===== config.mk =====
export PLATFORM = sky130hd
export DESIGN_NAME = pwsv_queue
export DESIGN_NICKNAME = d
export VERILOG_FILES = /design/src/rtl/pwsv_pkg.sv /design/src/rtl/pwsv_queue.sv
export SDC_FILE = /design/constraint.sdc
export NUM_CORES = 1
export LEC_CHECK = 0
export BUFFER_PORTS_ARGS = -buffer_cell sky130_fd_sc_hd__buf_2
export CELL_PAD_IN_SITES_DETAIL_PLACEMENT = 0
export CELL_PAD_IN_SITES_GLOBAL_PLACEMENT = 1
export CORE_ASPECT_RATIO = 1.75
export CORE_MARGIN = 2
export CORE_UTILIZATION = 44
export DETAILED_ROUTE_END_ITERATION = 7
export GPL_TIMING_DRIVEN = 0
export PLACE_DENSITY = 0.74
export SYNTH_ARGS = -nofsm -noshare
export SYNTH_HDL_FRONTEND = slang
export SYNTH_SLANG_ARGS = --single-unit

===== constraint.sdc =====
create_clock -name i_clk -period 4.1 [get_ports i_clk]
set_input_delay 0.82 -clock i_clk [delete_from_list [all_inputs] [get_ports i_clk]]
set_output_delay 0.82 -clock i_clk [all_outputs]
set_load 0.03 [all_outputs]

===== src/rtl/pwsv_pkg.sv =====
// Package: constants, types and fixed-point helpers of the star vertex core
`default_nettype none
package pwsv_pkg;

    localparam int WaveSamples = 576;
    localparam int IdxW        = $clog2(WaveSamples);
    localparam int RegIdxW     = 3;
    localparam int RadW        = 18;
    localparam int RBase       = 2867;
    localparam int RDrop       = 819;
    localparam int Scale04     = 26214;
    localparam int Turn628     = 65503;

    localparam logic [RegIdxW-1:0] REG_WAVE_PARAM = 3'd0;
    localparam logic [RegIdxW-1:0] REG_ASPECT_X   = 3'd1;
    localparam logic [RegIdxW-1:0] REG_ASPECT_Y   = 3'd2;
    localparam logic [RegIdxW-1:0] REG_CENTER_X   = 3'd3;
    localparam logic [RegIdxW-1:0] REG_CENTER_Y   = 3'd4;
    localparam logic [RegIdxW-1:0] REG_PHASE      = 3'd5;

    // Item handed from the front to the back part
    typedef struct packed {
        logic signed [RadW-1:0] radius;
        logic [15:0]            angle;
        logic [15:0]            blend_phase;
        logic                   blend;
        logic                   last;
    } t_job;

    typedef enum logic [3:0] {
        ST_IDLE,
        ST_W_SQ,
        ST_W_T,
        ST_W_U,
        ST_W_Z,
        ST_A_SQ,
        ST_A_T,
        ST_A_U,
        ST_A_Z
    } t_back_state;

endpackage
`default_nettype wire


===== src/rtl/pwsv_queue.sv =====
// Two-entry queue between front and back parts
`default_nettype none
module pwsv_queue
    import pwsv_pkg::*;
(
    input  wire logic i_clk,
    input  wire logic i_rst_n,
    input  wire logic i_valid,
    output logic      o_ready,
    input  t_job      i_job,
    output logic      o_valid,
    input  wire logic i_ready,
    output t_job      o_job
);
    t_job       r_mem [2];
    logic       r_wp, r_rp;
    logic [1:0] r_cnt;
    logic       push, pop;

    assign o_ready = (r_cnt != 2'd2);
    assign o_valid = (r_cnt != 2'd0);
    assign o_job   = r_mem[r_rp];
    assign push    = i_valid && o_ready;
    assign pop     = o_valid && i_ready;

    always_ff @(posedge i_clk) begin
        if (push) r_mem[r_wp] <= i_job;
        if (!i_rst_n) begin
            r_wp <= 1'b0; r_rp <= 1'b0; r_cnt <= 2'd0;
        end else begin
            if (push) r_wp <= ~r_wp;
            if (pop)  r_rp <= ~r_rp;
            r_cnt <= r_cnt + 2'(push) - 2'(pop);
        end
    end
endmodule
`default_nettype wire


# Word level (Yosys, flattened, before mapping)
# Memory sizes are Yosys's and may differ from the RTL's. A register that Yosys moved wholly into a read port is not among the register bits.
# Cells that the tools add are included.
# word_totals
wordCells	16
output_inout_bits	54
mem_bits_ro	0
n_memories	1
ram_bits	104
reg_bits	4
in_bits	56
latch_bits	0
# mem_list
memory	words	word_bits	rd	rd_ports_with_merged_regs	write_ports	line	text
r_mem	2	52	1	1	1	pwsv_queue.sv:15	t_job r_mem [2];
# classes
n_addsub	2
shifts	0
div_mod_pow	0
eq_ne	1
mux	4
multipliers	0
bitwise_logic	2
reduce_logical	3
n_lt_le_gt_ge	0
# ops
operator	count
2-to-1 mux 1 bit	4
adder 2 x 1 -> 2 bit	1
logical AND 1 bit	2
!= test 2 bit (second input constant)	1
inverter 1 bit	2
nonzero test 2 bit	1
subtractor 2 x 1 -> 2 bit	1

# Depth between registers and ports, before layout
# depth
word_depth	4
mapped_depth	8
mapped_depth_nobuf	8

# Least setup slack after synthesis
# OpenSTA, ideal clock, no wires.
# synth_path
path_type	input -> register
startpoint	in i_valid
endpoint	mem r_mem[0][0] (netlist bit) (enable)
arrival_time_ns	3.107
path_slack_ns	0.531
n_path_buf	0
required_time_ns	3.638
stages	2
cell_sequence	nand2_1 > nor2_1
# synth_via
elab_chain_len	3
# synth_rtl
element	line	text
start: declaration	pwsv_queue.sv:8	input wire logic i_valid,
logical AND 1 bit	pwsv_queue.sv:23	assign push = i_valid && o_ready;
2-to-1 mux 1 bit	pwsv_queue.sv:27	if (push) r_mem[r_wp] <= i_job;
2-to-1 mux 1 bit (implied by the code)	pwsv_queue.sv:27	
end: declaration	pwsv_queue.sv:15	
# No other way between the ends.

==> metrics.yaml <==
synth-warning-count: 0
timing.final.hold_violations: 0
post-place-ws_ps: 1880
pwr_density_cell_mw_per_mm2: 641
detail_route.drc_violations: 0
max_slew.worst_pin.slew_ps: 583
setup-tns-final_ps: 0
netlist_area_before_placement_mm2: 0.00424
gr-total-overflow: 0
vias_per_cell: 4.72
drtAntennaViolNets: 0
timing.critical_path.required_ps: 3280
area.growth.synth_to_final_pct: 24.6
yosys.area.top_type_share_pct: 73.6
hold_buf_cts: 0
post-synth-top-area-cell: "edfxtp_1"
syn_nets: 244
synthCells: 186
place_hpwl_um: 4890
crit_path_cell_trace: "buf_6 -> buf_12 -> mux2_4 -> buf_2"
boundaryPins: 110
clk_latency_ps: 340
via_count_of_the_first_global_routing_pass: 2152
synth.yosys.seq_area_share_pct: 76.0
clock_path_buffers: 2
root_buffer: "clkbuf_16"
synth_top_cells_by_area: "edfxtp_1, mux2_4, buf_12"
dpl.cell_count: 420
ir_drop_mv: 0.382
h_tree_level_count: 3
worst-endpoint-arrival_ps: 1490
drt-initial-drc-count: 58
vias: 2059
setup-violations-final: 0
report.final.slew_viol_count: 0
cap_violations: 0
fp-row-count: 47
cts_repair_resize_count: 0
slew_headroom_pct: 61.2
rsz0062_at_grt: "false"
postCtsSetupRepairBufs: 0
cellLeakagePower_nw: 2.08
wl_per_cell_um: 16.1
port-buffer-count: 109
aggregate_routed_wire_length_um: 7000
floorplan.initialDensity_pct: 45.1
dieArea_mm2: 0.0105
skew_ps: 4.53
grt_first_pass_wirelength_um: 10600
worst_path_largest_cell_delay_ps: 320
die_span_in_y_um: 134
worstSetupStartpointType: "flip-flop"
grt_start_max_net_pins: 31
holdCritPathClass: "flip-flop to flip-flop"
die_w_um: 78.2
synth.lib_cells_used.distinct: 18
fmax_mhz: 434
layout_worst_path_cycle_share_pct: 56.2
drive_above_1_share_pct: 58.9
critPathCaptureType: "output pin"
final_critical_path_setup_slack_ps: 1790
initial_antenna_violation_count: 0
run_status: "completed"
worstSetupPathType: "flip-flop to output pin"
n_antenna_cell: 0
tightest_hold_margin_ps: 525
rrSetupSlack_ps: 2260
place_congestion: 0.652
final_cells: 436
r2r-start: "r_cnt[0]"
crit_path_top_delay_cell: "dfxtp_1"
floorplan.core_area_mm2: 0.00941
final_nets: 367
cts_sinks: 109
tritoncts.num_buffers: 9
tritoncts: "done"
syn-mean-instance-area_um2: 22.8
track_usage_pct: 13.9
period_needed_ps: 2310
clock_pin_transition_on_the_worst_setup_and_hold_timing_paths_ps: 60
drt_pass1_iterations: 4
min-delay-start: "r_wp"
critical_path_maximum_fanout: 10
postSynthRegisterBits: 109
==> synth_stat cells <==
cell type	instances
and2_1	2
dfxtp_1	5
ha_1	2
buf_6	1
nor2_1	1
inv_1	1
o21a_1	1
or2_2	1
mux2_2	2
nand2b_1	2
nor2b_1	2
mux2_4	50
buf_12	5
xnor2_1	3
nand2_1	2
mux2i_1	1
edfxtp_1	104
and3_1	1
==> flip-flops by register name, summed over array words and instances (netlist names), named ones only <==
signal,cells
r_mem,104
r_cnt,2
r_rp,1
r_wp,1
==> area by class of cell <==
cell class	instances	area, um2
Inverter	1	3.75
Sequential cell	109	3220
Buffer	6	111
Tap cell	122	153
Fill cell	765	4120
Timing Repair Buffer	112	621
Clock buffer	12	236
Multi-Input combinational cell	70	912
Clock inverter	4	25.0
==> cells by family after synthesis <==
| group | Yosys count | share of synthesized area [%] |
|---|---|---|
| muxes | 53 | 18.5 |
| buffers and inverters | 7 | 2.71 |
| AOI/OAI and AO/OA | 1 | 0.177 |
| DFF | 109 | 76.0 |
| adders and majority gates | 2 | 0.590 |
| xor gates and xnor gates | 3 | 0.620 |
| and+or+nand+nor | 11 | 1.45 |
==> critical path, delay by kind of cell, from the launching register on <==
| family | cells | cell delay [ps] |
|---|---|---|
| buf+inv | 3 | 510 |
| flops | 1 | 320 |
| mux | 1 | 310 |
==> final timing paths <==
path,cells after the start,end
setup reg to reg,5,r_mem[0][6]
setup / recovery,4,o_job[15]
hold / removal,2,r_wp
hold reg to reg,2,r_wp
==> per-stage QoR <==
step                util, %  power (mW)  area [um2]
global route           56.2        3.53        5290
CTS                    56.2        3.44        5290
detailed placement     53.4        2.67        5020
global placement       52.5        2.62        4940
finish                 56.2        3.39        5290
floorplan                 -        2.36        4240
==> where the power goes <==
group / internal (mW) / switching, mW / total, mW / leakage, nW
combinational: 0.513 / 0.668 / 1.18 / 0.940
sequential: 1.40 / 0.0435 / 1.44 / 1.01
clock: 0.410 / 0.352 / 0.762 / 0.124
total: 2.32 / 1.06 / 3.39 / 2.08
==> per-layer routing <==
metal  share of wire [%]  up-vias  track usage, %
met5                   0        -               0
met2                  57       61            25.8
met3                 5.2       10            4.44
met1                  36     1014            13.6
met4                 2.1        0            7.02
li1                    -      974               -
==> cell usage in the layout (no fill, tap or decap) <==
| cell type | n |
|---|---|
| nor2b_1 | 2 |
| buf_12 | 6 |
| nand2_1 | 2 |
| nor2_4 | 1 |
| clkbuf_16 | 9 |
| clkinv_1 | 1 |
| nand2b_1 | 2 |
| dfxtp_1 | 5 |
| clkinv_2 | 1 |
| clkinvlp_4 | 1 |
| inv_1 | 1 |
| edfxtp_1 | 104 |
| mux2_4 | 50 |
| o21a_1 | 1 |
| mux2_2 | 2 |
| and2_1 | 2 |
| mux2i_1 | 1 |
| clkbuf_1 | 3 |
| and3_2 | 1 |
| buf_6 | 1 |
| xnor2_1 | 3 |
| ha_1 | 2 |
| buf_2 | 109 |
| buf_16 | 2 |
| or2_2 | 1 |
| clkinv_4 | 1 |
Note: power is estimated with default switching activity, not from simulation.
