`src/rtl/pwsv_pkg.sv`:
```
// Package: constants, types and fixed-point helpers of the star vertex core
`default_nettype none
package pwsv_pkg;

    localparam int WaveSamples = 576;
    localparam int IdxW        = $clog2(WaveSamples);
    localparam int RegIdxW     = 3;
    localparam int RadW        = 18;
    localparam int RBase       = 2867;
    localparam int RDrop       = 819;
    localparam int Scale04     = 26214;
    localparam int Turn628     = 65503;

    localparam logic [RegIdxW-1:0] REG_WAVE_PARAM = 3'd0;
    localparam logic [RegIdxW-1:0] REG_ASPECT_X   = 3'd1;
    localparam logic [RegIdxW-1:0] REG_ASPECT_Y   = 3'd2;
    localparam logic [RegIdxW-1:0] REG_CENTER_X   = 3'd3;
    localparam logic [RegIdxW-1:0] REG_CENTER_Y   = 3'd4;
    localparam logic [RegIdxW-1:0] REG_PHASE      = 3'd5;

    // Item handed from the front to the back part
    typedef struct packed {
        logic signed [RadW-1:0] radius;
        logic [15:0]            angle;
        logic [15:0]            blend_phase;
        logic                   blend;
        logic                   last;
    } t_job;

    typedef enum logic [3:0] {
        ST_IDLE,
        ST_W_SQ,
        ST_W_T,
        ST_W_U,
        ST_W_Z,
        ST_A_SQ,
        ST_A_T,
        ST_A_U,
        ST_A_Z
    } t_back_state;

endpackage
`default_nettype wire

```
`src/rtl/pwsv_front.sv`:
```
// Front part: index counter, radius, angle and blend decision per sample
`default_nettype none
module pwsv_front
    import pwsv_pkg::*;
(
    input  wire logic                i_clk,
    input  wire logic                i_rst_n,
    input  wire logic                i_valid,
    output logic                     o_ready,
    input  wire logic signed [15:0]  i_pcm_sample,
    input  wire logic signed [15:0]  i_wave_param,
    input  wire logic [15:0]         i_phase_offset,
    output logic                     o_job_valid,
    input  wire logic                i_job_ready,
    output t_job                     o_job
);
    localparam int                  N        = (WaveSamples > 1) ? WaveSamples : 2;
    localparam logic [IdxW-1:0]     Last     = IdxW'(N - 1);
    localparam logic [31:0]         NLim     = 32'(N * 4096);
    localparam logic [15:0]         AngDiv   = 16'(N - 1);
    localparam logic [15:0]         AngStepQ = 16'(Turn628 / (N - 1));
    localparam logic [15:0]         AngStepR = 16'(Turn628 % (N - 1));
    localparam logic [15:0]         AngRem0  = 16'((N - 1) / 2);
    localparam logic [15:0]         MpDiv    = 16'(N);
    localparam logic [15:0]         MpStepQ  = 16'((5 * 65536) / N);
    localparam logic [15:0]         MpStepR  = 16'((5 * 65536) % N);
    localparam logic [15:0]         MpRem0   = 16'(N / 2);

    // stage 0: capture sample, stage 1: radius products, stage 2: job out
    logic [IdxW-1:0]         r_idx, n_idx;
    logic [1:0]              r_st;
    logic signed [15:0]      r_smp;
    logic signed [RadW-1:0]  r_rad;
    logic [IdxW-1:0]         r_i;
    logic                    r_jv;
    t_job                    r_job;
    // running quotient and remainder of the angle and blend-phase divisions
    logic [15:0]             r_ang_acc, r_ang_rem, r_mp_acc, r_mp_rem;
    logic [15:0]             r_ang_q, r_mp_q;

    logic signed [31:0]      prod;
    logic signed [RadW-1:0]  rad;
    logic [31:0]             ir;
    logic [15:0]             ang_sum, mp_sum;
    logic [15:0]             n_ang_acc, n_ang_rem, n_mp_acc, n_mp_rem;
    logic                    ang_wrap, mp_wrap;

    assign o_ready     = (r_st == 2'd0) && !r_jv;
    assign o_job_valid = r_jv;
    assign o_job       = r_job;

    assign prod  = 32'(r_smp) * 32'(Scale04) + 32'sd262144;
    assign rad   = RadW'(RBase) + RadW'(prod >>> 19) + RadW'(i_wave_param);
    assign ir    = 32'(r_i) * 32'($unsigned(r_rad));
    assign n_idx = (r_idx >= Last) ? '0 : r_idx + 1'b1;

    assign ang_sum   = r_ang_rem + AngStepR;
    assign ang_wrap  = (ang_sum >= AngDiv);
    assign n_ang_rem = ang_wrap ? ang_sum - AngDiv : ang_sum;
    assign n_ang_acc = r_ang_acc + AngStepQ + {15'd0, ang_wrap};
    assign mp_sum    = r_mp_rem + MpStepR;
    assign mp_wrap   = (mp_sum >= MpDiv);
    assign n_mp_rem  = mp_wrap ? mp_sum - MpDiv : mp_sum;
    assign n_mp_acc  = r_mp_acc + MpStepQ + {15'd0, mp_wrap};

    always_ff @(posedge i_clk) begin
        if (!i_rst_n) begin
            r_st      <= 2'd0;
            r_jv      <= 1'b0;
            r_idx     <= '0;
            r_ang_acc <= '0;
            r_ang_rem <= AngRem0;
            r_mp_acc  <= '0;
            r_mp_rem  <= MpRem0;
        end else begin
            if (r_jv && i_job_ready) r_jv <= 1'b0;
            case (r_st)
                2'd0: begin
                    if (i_valid && o_ready) begin
                        r_smp <= i_pcm_sample;
                        r_i   <= (r_idx >= Last) ? Last : r_idx;
                        r_job.last <= (r_idx >= Last);
                        r_idx <= n_idx;
                        r_ang_q <= r_ang_acc;
                        r_mp_q  <= r_mp_acc;
                        if (r_idx >= Last) begin
                            r_ang_acc <= '0;
                            r_ang_rem <= AngRem0;
                            r_mp_acc  <= '0;
                            r_mp_rem  <= MpRem0;
                        end else begin
                            r_ang_acc <= n_ang_acc;
                            r_ang_rem <= n_ang_rem;
                            r_mp_acc  <= n_mp_acc;
                            r_mp_rem  <= n_mp_rem;
                        end
                        r_st  <= 2'd1;
                    end
                end
                2'd1: begin
                    r_rad     <= rad;
                    r_st      <= 2'd2;
                end
                2'd2: begin
                    r_job.radius      <= r_rad;
                    r_job.angle       <= r_ang_q + i_phase_offset;
                    r_job.blend_phase <= r_mp_q;
                    r_job.blend       <= (r_rad == '0) ||
                                         (!r_rad[RadW-1] && (ir < NLim));
                    r_jv <= 1'b1;
                    r_st <= 2'd0;
                end
                default: r_st <= 2'd0;
            endcase
        end
    end
endmodule
`default_nettype wire

```
`config.mk`:
```
export PLATFORM = sky130hd
export DESIGN_NAME = pwsv_front
export DESIGN_NICKNAME = d
export VERILOG_FILES = /design/src/rtl/pwsv_pkg.sv /design/src/rtl/pwsv_front.sv
export SDC_FILE = /design/constraint.sdc
export NUM_CORES = 1
export LEC_CHECK = 0
export BUFFER_PORTS_ARGS = -buffer_cell sky130_fd_sc_hd__buf_2
export CORE_MARGIN = 4
export CORE_UTILIZATION = 55
export CTS_CLUSTER_DIAMETER = 60
export DETAILED_ROUTE_END_ITERATION = 10
export GPL_ROUTABILITY_DRIVEN = 0
export PLACE_DENSITY = 0.72
export SETUP_SLACK_MARGIN = 0.05
export SLEW_MARGIN = 20
export SYNTH_ARGS = -nofsm -noshare
export SYNTH_HDL_FRONTEND = slang
export SYNTH_SLANG_ARGS = --single-unit
export TNS_END_PERCENT = 5
```
`constraint.sdc`:
```
create_clock -name i_clk -period 7.4 [get_ports i_clk]
set_input_delay 1.48 -clock i_clk [delete_from_list [all_inputs] [get_ports i_clk]]
set_output_delay 1.48 -clock i_clk [all_outputs]
set_load 0.01 [all_outputs]
```
== Yosys cells after proc, flatten, opt, wreduce, memory -nomap -nowiden ==
Index checks and enable logic that the tools add are counted.
Operators by class
  $mul: 2
  add/sub/neg operators: 13
  order comparisons: 4
  reductions and logical operators: 14
  multiplexer cells: 11
  eq/ne operators: 3
Operators with widths (count)
  $mux W16: 6
  $add A16 B10 Y16 const B: 3
  $add A16 B1 Y16: 2
  $add A32 B20 Y32 const B: 1
  $ge A16 B10 Y1 const B: 2
  $sub A16 B10 Y16 const B: 2
  $mul A16 B15 Y31 const B: 1
  $lt A28 B22 Y1 const B: 1
  $mul A10 B18 Y28: 1
  $logic_not A18 Y1: 1
  $add A14 B16 Y17: 1
  $add A16 B16 Y16: 1
  $add A16 B7 Y16 const B: 1
  $add A13 B13 Y14 const A: 1
  $add A10 B1 Y10 const B: 1
  $ge A10 B10 Y1 const B: 1
  $mux W10: 1
  $reduce_and A2 Y1: 3
  $logic_and A1 B1 Y1: 4
  $pmux W2 S2: 1
  $reduce_and A3 Y1: 1
  $eq A2 B1 Y1 const B: 1
  $eq A2 B2 Y1 const B: 1
  $logic_not A1 Y1: 2
  other kinds (6): 7
Word-level totals
  register bits: 205
  output and inout port bits: 54

== Logic depth before layout (Yosys ltp) ==
  depth after elaboration: 5
  mapped depth: 36
  mapped depth without buffers: 36

== Worst setup path after synthesis ==
No wires, ideal clock.
  path kind: reg-to-reg
  start point: register r_smp[14]
  end point: register r_rad[15], data pin
  period minus slack after synthesis: 7847 ps
  buffers on the path: 1
  cell stages (with the launch flop): 32
  path slack: -447 ps
  data arrival time: 7566 ps
  data required time: 7119 ps
  setup time: 281 ps
  path through: edfxtp_1 -> clkbuf_1 -> inv_1 -> ha_1 -> fa_1 -> inv_1 -> ha_1 -> fa_1 -> fa_1 -> inv_1 -> fa_1 -> inv_1 -> ha_1 -> a21o_1 -> a31o_1 -> nor2_1 -> o211ai_1 -> o21a_1 -> nor4_4 -> nand2_1 -> xnor2_1 -> ha_1 -> ha_1 -> nor2b_1 -> o21ai_0 -> a21boi_0 -> o21ai_0 -> a21boi_0 -> o21ai_0 -> a21oi_1 -> o41ai_1 -> o211ai_1
Between the ends
  longest elaborated chain between the ends: 4
Ends and longest elaborated chain
  start: declaration: RTL line pwsv_front.sv:32  | logic signed [15:0] r_smp;
  start signal: assignment: RTL line pwsv_front.sv:80  | r_smp <= i_pcm_sample;
  $mul A16 B15 Y31: RTL line pwsv_front.sv:52  | assign prod = 32'(r_smp) * 32'(Scale04) + 32'sd262144;
  $add A32 B20 Y32: RTL line pwsv_front.sv:52
  $add A13 B13 Y14: RTL line pwsv_front.sv:53  | assign rad = RadW'(RBase) + RadW'(prod >>> 19) + RadW'(i_wave_param);
  $add A14 B16 Y17: RTL line pwsv_front.sv:53
  via rad[15]: RTL line pwsv_front.sv:42  | logic signed [RadW-1:0] rad;
  end signal: assignment: RTL line pwsv_front.sv:101  | r_rad <= rad;
  end: declaration: RTL line pwsv_front.sv:33  | logic signed [RadW-1:0] r_rad;
The timed path passes the listed nets, and every way through them passes these cells.
A chain may end at the register's enable or synchronous reset.

== Final worst setup path ==
  start point: register r_smp[2]
  end point: register r_rad[16], data pin
Same word-level chain as after synthesis.

==> flow_summary.ini <==
[floorplanning]
rows = 68
fp.dieW_um = 196
die_y_um = 196
initial_core_util_pct = 56.1
die-area_mm2 = 0.0385
io_pins = 106
core_mm2 = 0.0347

[outcome]
violations = negative setup slack
status = complete, but fails checks

[timing]
slew_violations = 0
setup_slack_ns = -0.301
rsz0062_at_grt = true
slew_headroom_pct = 40.3
fin_skew_ns = 0.0162
max_freq_ghz = 0.130
period_share_pct = 104
finalHoldViolations = 0
worst_pin_slew_ns = 0.884
finalWorstPathRequiredPeriod_ns = 7.70
finalSetupViolCount = 7

[logic_synthesis]
synth_ff_type = edfxtp_1
synth_edf_count = 126
synth_top_cell_area_share_pct = 21.6
synthCells = 2004
synthesis.nets = 2475
synth.distinct_cells = 90
synth.area.top_cells = fa_1, edfxtp_1, ha_1, dfxtp_1, inv_1
yosys_warnings = 0
seq_area_frac_synth_pct = 26.9
synth_area_per_cell_um2 = 9.71
async_flop_share_pct = 0
netlist_area_mm2 = 0.0195
yosysTopAreaCell = fa_1
ys_ff_latch = 198

[routing]
wl_met2_um = 22400
drtIter0Drc = 670
vias_per_cell = 5.49
final_antenna_net_count = 0
wl_per_cell_um = 16.5
drc = 0
routed_wl_um = 44200
dr.pass1.iters = 6
dr_total_vias = 14675
dr_wl_met3_um = 1930
top_layer = met5
wl_met1_um = 18200

[hold_path]
hold_depth = 0
min_from = r_mp_q[1]$_DFFE_PP_
hp-class = register to register
min_to = o_job[3]$_DFFE_PP_

[global_routing]
grt_pass1_wl_um = 74200
grt_pass1_vias = 15367
overflow = 0
grt_max_degree = 60
grt_usage_pct = 23.6
grt_antenna_before_repair = 2

[setup_path]
r2r_cells = 31
regToRegEndpoint = r_rad[16]$_DFFE_PP_
crit_type = register to register
end_kind = register
crit_start = r_smp[2]$_DFFE_PP_
r2r_setup_slack_ns = -0.30
crit_arrival_ns = 7.93
required_ns = 7.63
cpPeakStageDelay_ns = 0.61
startpoint_type = register
slowest_stage = fa_2
worst-path-max-fanout = 5
r2r_start = r_smp[2]$_DFFE_PP_

[clock_network]
cts_sinks = 198
cts_made_buffers = 17
cts_tree = done
clk_pin_slew_ns = 0.09
htreeDepth = 4
holdBufCountCts = 0
clk_latency_ns = 0.46
clockBufferDepth = 2
clock-root-buffer = clkbuf_16

[finish]
fill_cells = 2747
final_common_cell = inv_1
area_growth_pct = 16.2
layout-drive-gt1-share_pct = 18.4
post-route-util_pct = 65.1
most-common-layout-cells = inv_1, fa_1, nand2_1
diodes = 0
layout.nets = 2677

[placement]
hpwl_um = 33700
port-buffer-count = 105

[job]
maxCapViolations = 0
==> worst max-delay path by stage <==
stage          cells after the start                  end
3_5_place_dp                      29  r_rad[16]$_DFFE_PP_
2_1_floorplan                     31  r_rad[16]$_DFFE_PP_
3_3_place_gp                      29  r_rad[16]$_DFFE_PP_
4_1_cts                           30  r_rad[16]$_DFFE_PP_
5_1_grt                           32  r_rad[16]$_DFFE_PP_
6_report                          31  r_rad[16]$_DFFE_PP_
==> per-stage QoR <==
stage / setup TNS (ns) / worst slack, ns / area (um2) / cells / hold slack [ns]
2_1_floorplan: 0 / 0.0153 / 19800 / 2004 / 0.400
3_3_place_gp: -0.591 / -0.184 / 21600 / 2620 / 0.402
3_5_place_dp: -1.51 / -0.399 / 21600 / 2620 / 0.405
4_1_cts: -0.448 / -0.149 / 22500 / 2668 / 0.421
5_1_grt: -3.20 / -0.638 / 22600 / 2674 / 0.431
6_report: -0.830 / -0.301 / 22600 / 2674 / 0.415
==> routing by layer <==
layer,track usage [%],vias up
met5,0,-
met3,3.97,109
li1,-,7026
met2,41.8,348
met1,28.7,7190
met4,9.13,2
==> synthesized netlist by cell type (7+ instances only) <==
| cell | n |
|---|---|
| a21o_1 | 17 |
| and2_1 | 82 |
| inv_1 | 329 |
| nor4_1 | 7 |
| clkbuf_1 | 63 |
| a211oi_1 | 9 |
| nand2_1 | 188 |
| a31oi_1 | 11 |
| o21ai_0 | 52 |
| nand3_1 | 47 |
| or3_1 | 16 |
| xnor2_1 | 63 |
| and3_1 | 17 |
| o31ai_1 | 7 |
| edfxtp_1 | 126 |
| fa_1 | 210 |
| nor3_1 | 38 |
| xor2_1 | 49 |
| dfxtp_1 | 72 |
| mux2i_1 | 8 |
| nor2_1 | 110 |
| ha_1 | 209 |
| a21oi_1 | 62 |
| nand2b_1 | 26 |
| nor2b_1 | 21 |
| nand4_1 | 16 |
| a21boi_0 | 11 |
==> worst max-delay path, delay by kind of cell, from the launching register on <==
| kind | cells | cell delay [ns] |
|---|---|---|
| fa+ha+maj | 9 | 3.41 |
| xor+xnor | 2 | 0.23 |
| flops | 1 | 0.45 |
| compound gates | 9 | 2.13 |
| simple gates | 6 | 0.75 |
| buf+inv | 5 | 0.50 |
==> final cells by class <==
| class | count | area [um2] | share of cell area, % |
|---|---|---|---|
| Sequential cell | 198 | 5230 | 23.1 |
| Multi-Input combinational cell | 1405 | 13300 | 58.9 |
| Tap cell | 455 | 569 | 2.52 |
| Inverter | 329 | 1230 | 5.46 |
| Clock inverter | 15 | 175 | 0.775 |
| Timing Repair Buffer | 255 | 1660 | 7.36 |
| Clock buffer | 17 | 425 | 1.88 |
==> cells by family after synthesis <==
| group | count (synthesis) | share of synthesized area (%) |
|---|---|---|
| flops | 198 | 26.9 |
| buf+inv | 401 | 7.86 |
| xor+xnor | 112 | 5.04 |
| fa+ha+maj | 419 | 35.0 |
| compound gates | 264 | 9.40 |
| simple gates | 602 | 15.4 |
| mux | 8 | 0.412 |
==> sequential cells by signal, indices dropped and copies added, names as in the netlist, 2 cells and up <==
signal,cells
r_idx,10
o_job,51
r_mp_rem,11
r_ang_acc,16
r_ang_rem,16
r_i,10
r_st,2
r_smp,16
r_ang_q,16
r_rad,17
r_mp_acc,16
r_mp_q,16
==> repair_timing <==
item,CTS,global route
setup endpoints to repair,8,10
gates resized for setup,34,17
setup buffers,17,6
pin swaps,58,19
Power is left out: the tool's default activity adds up to more than one toggle a clock period on the data nets, which glitch-free logic cannot reach.
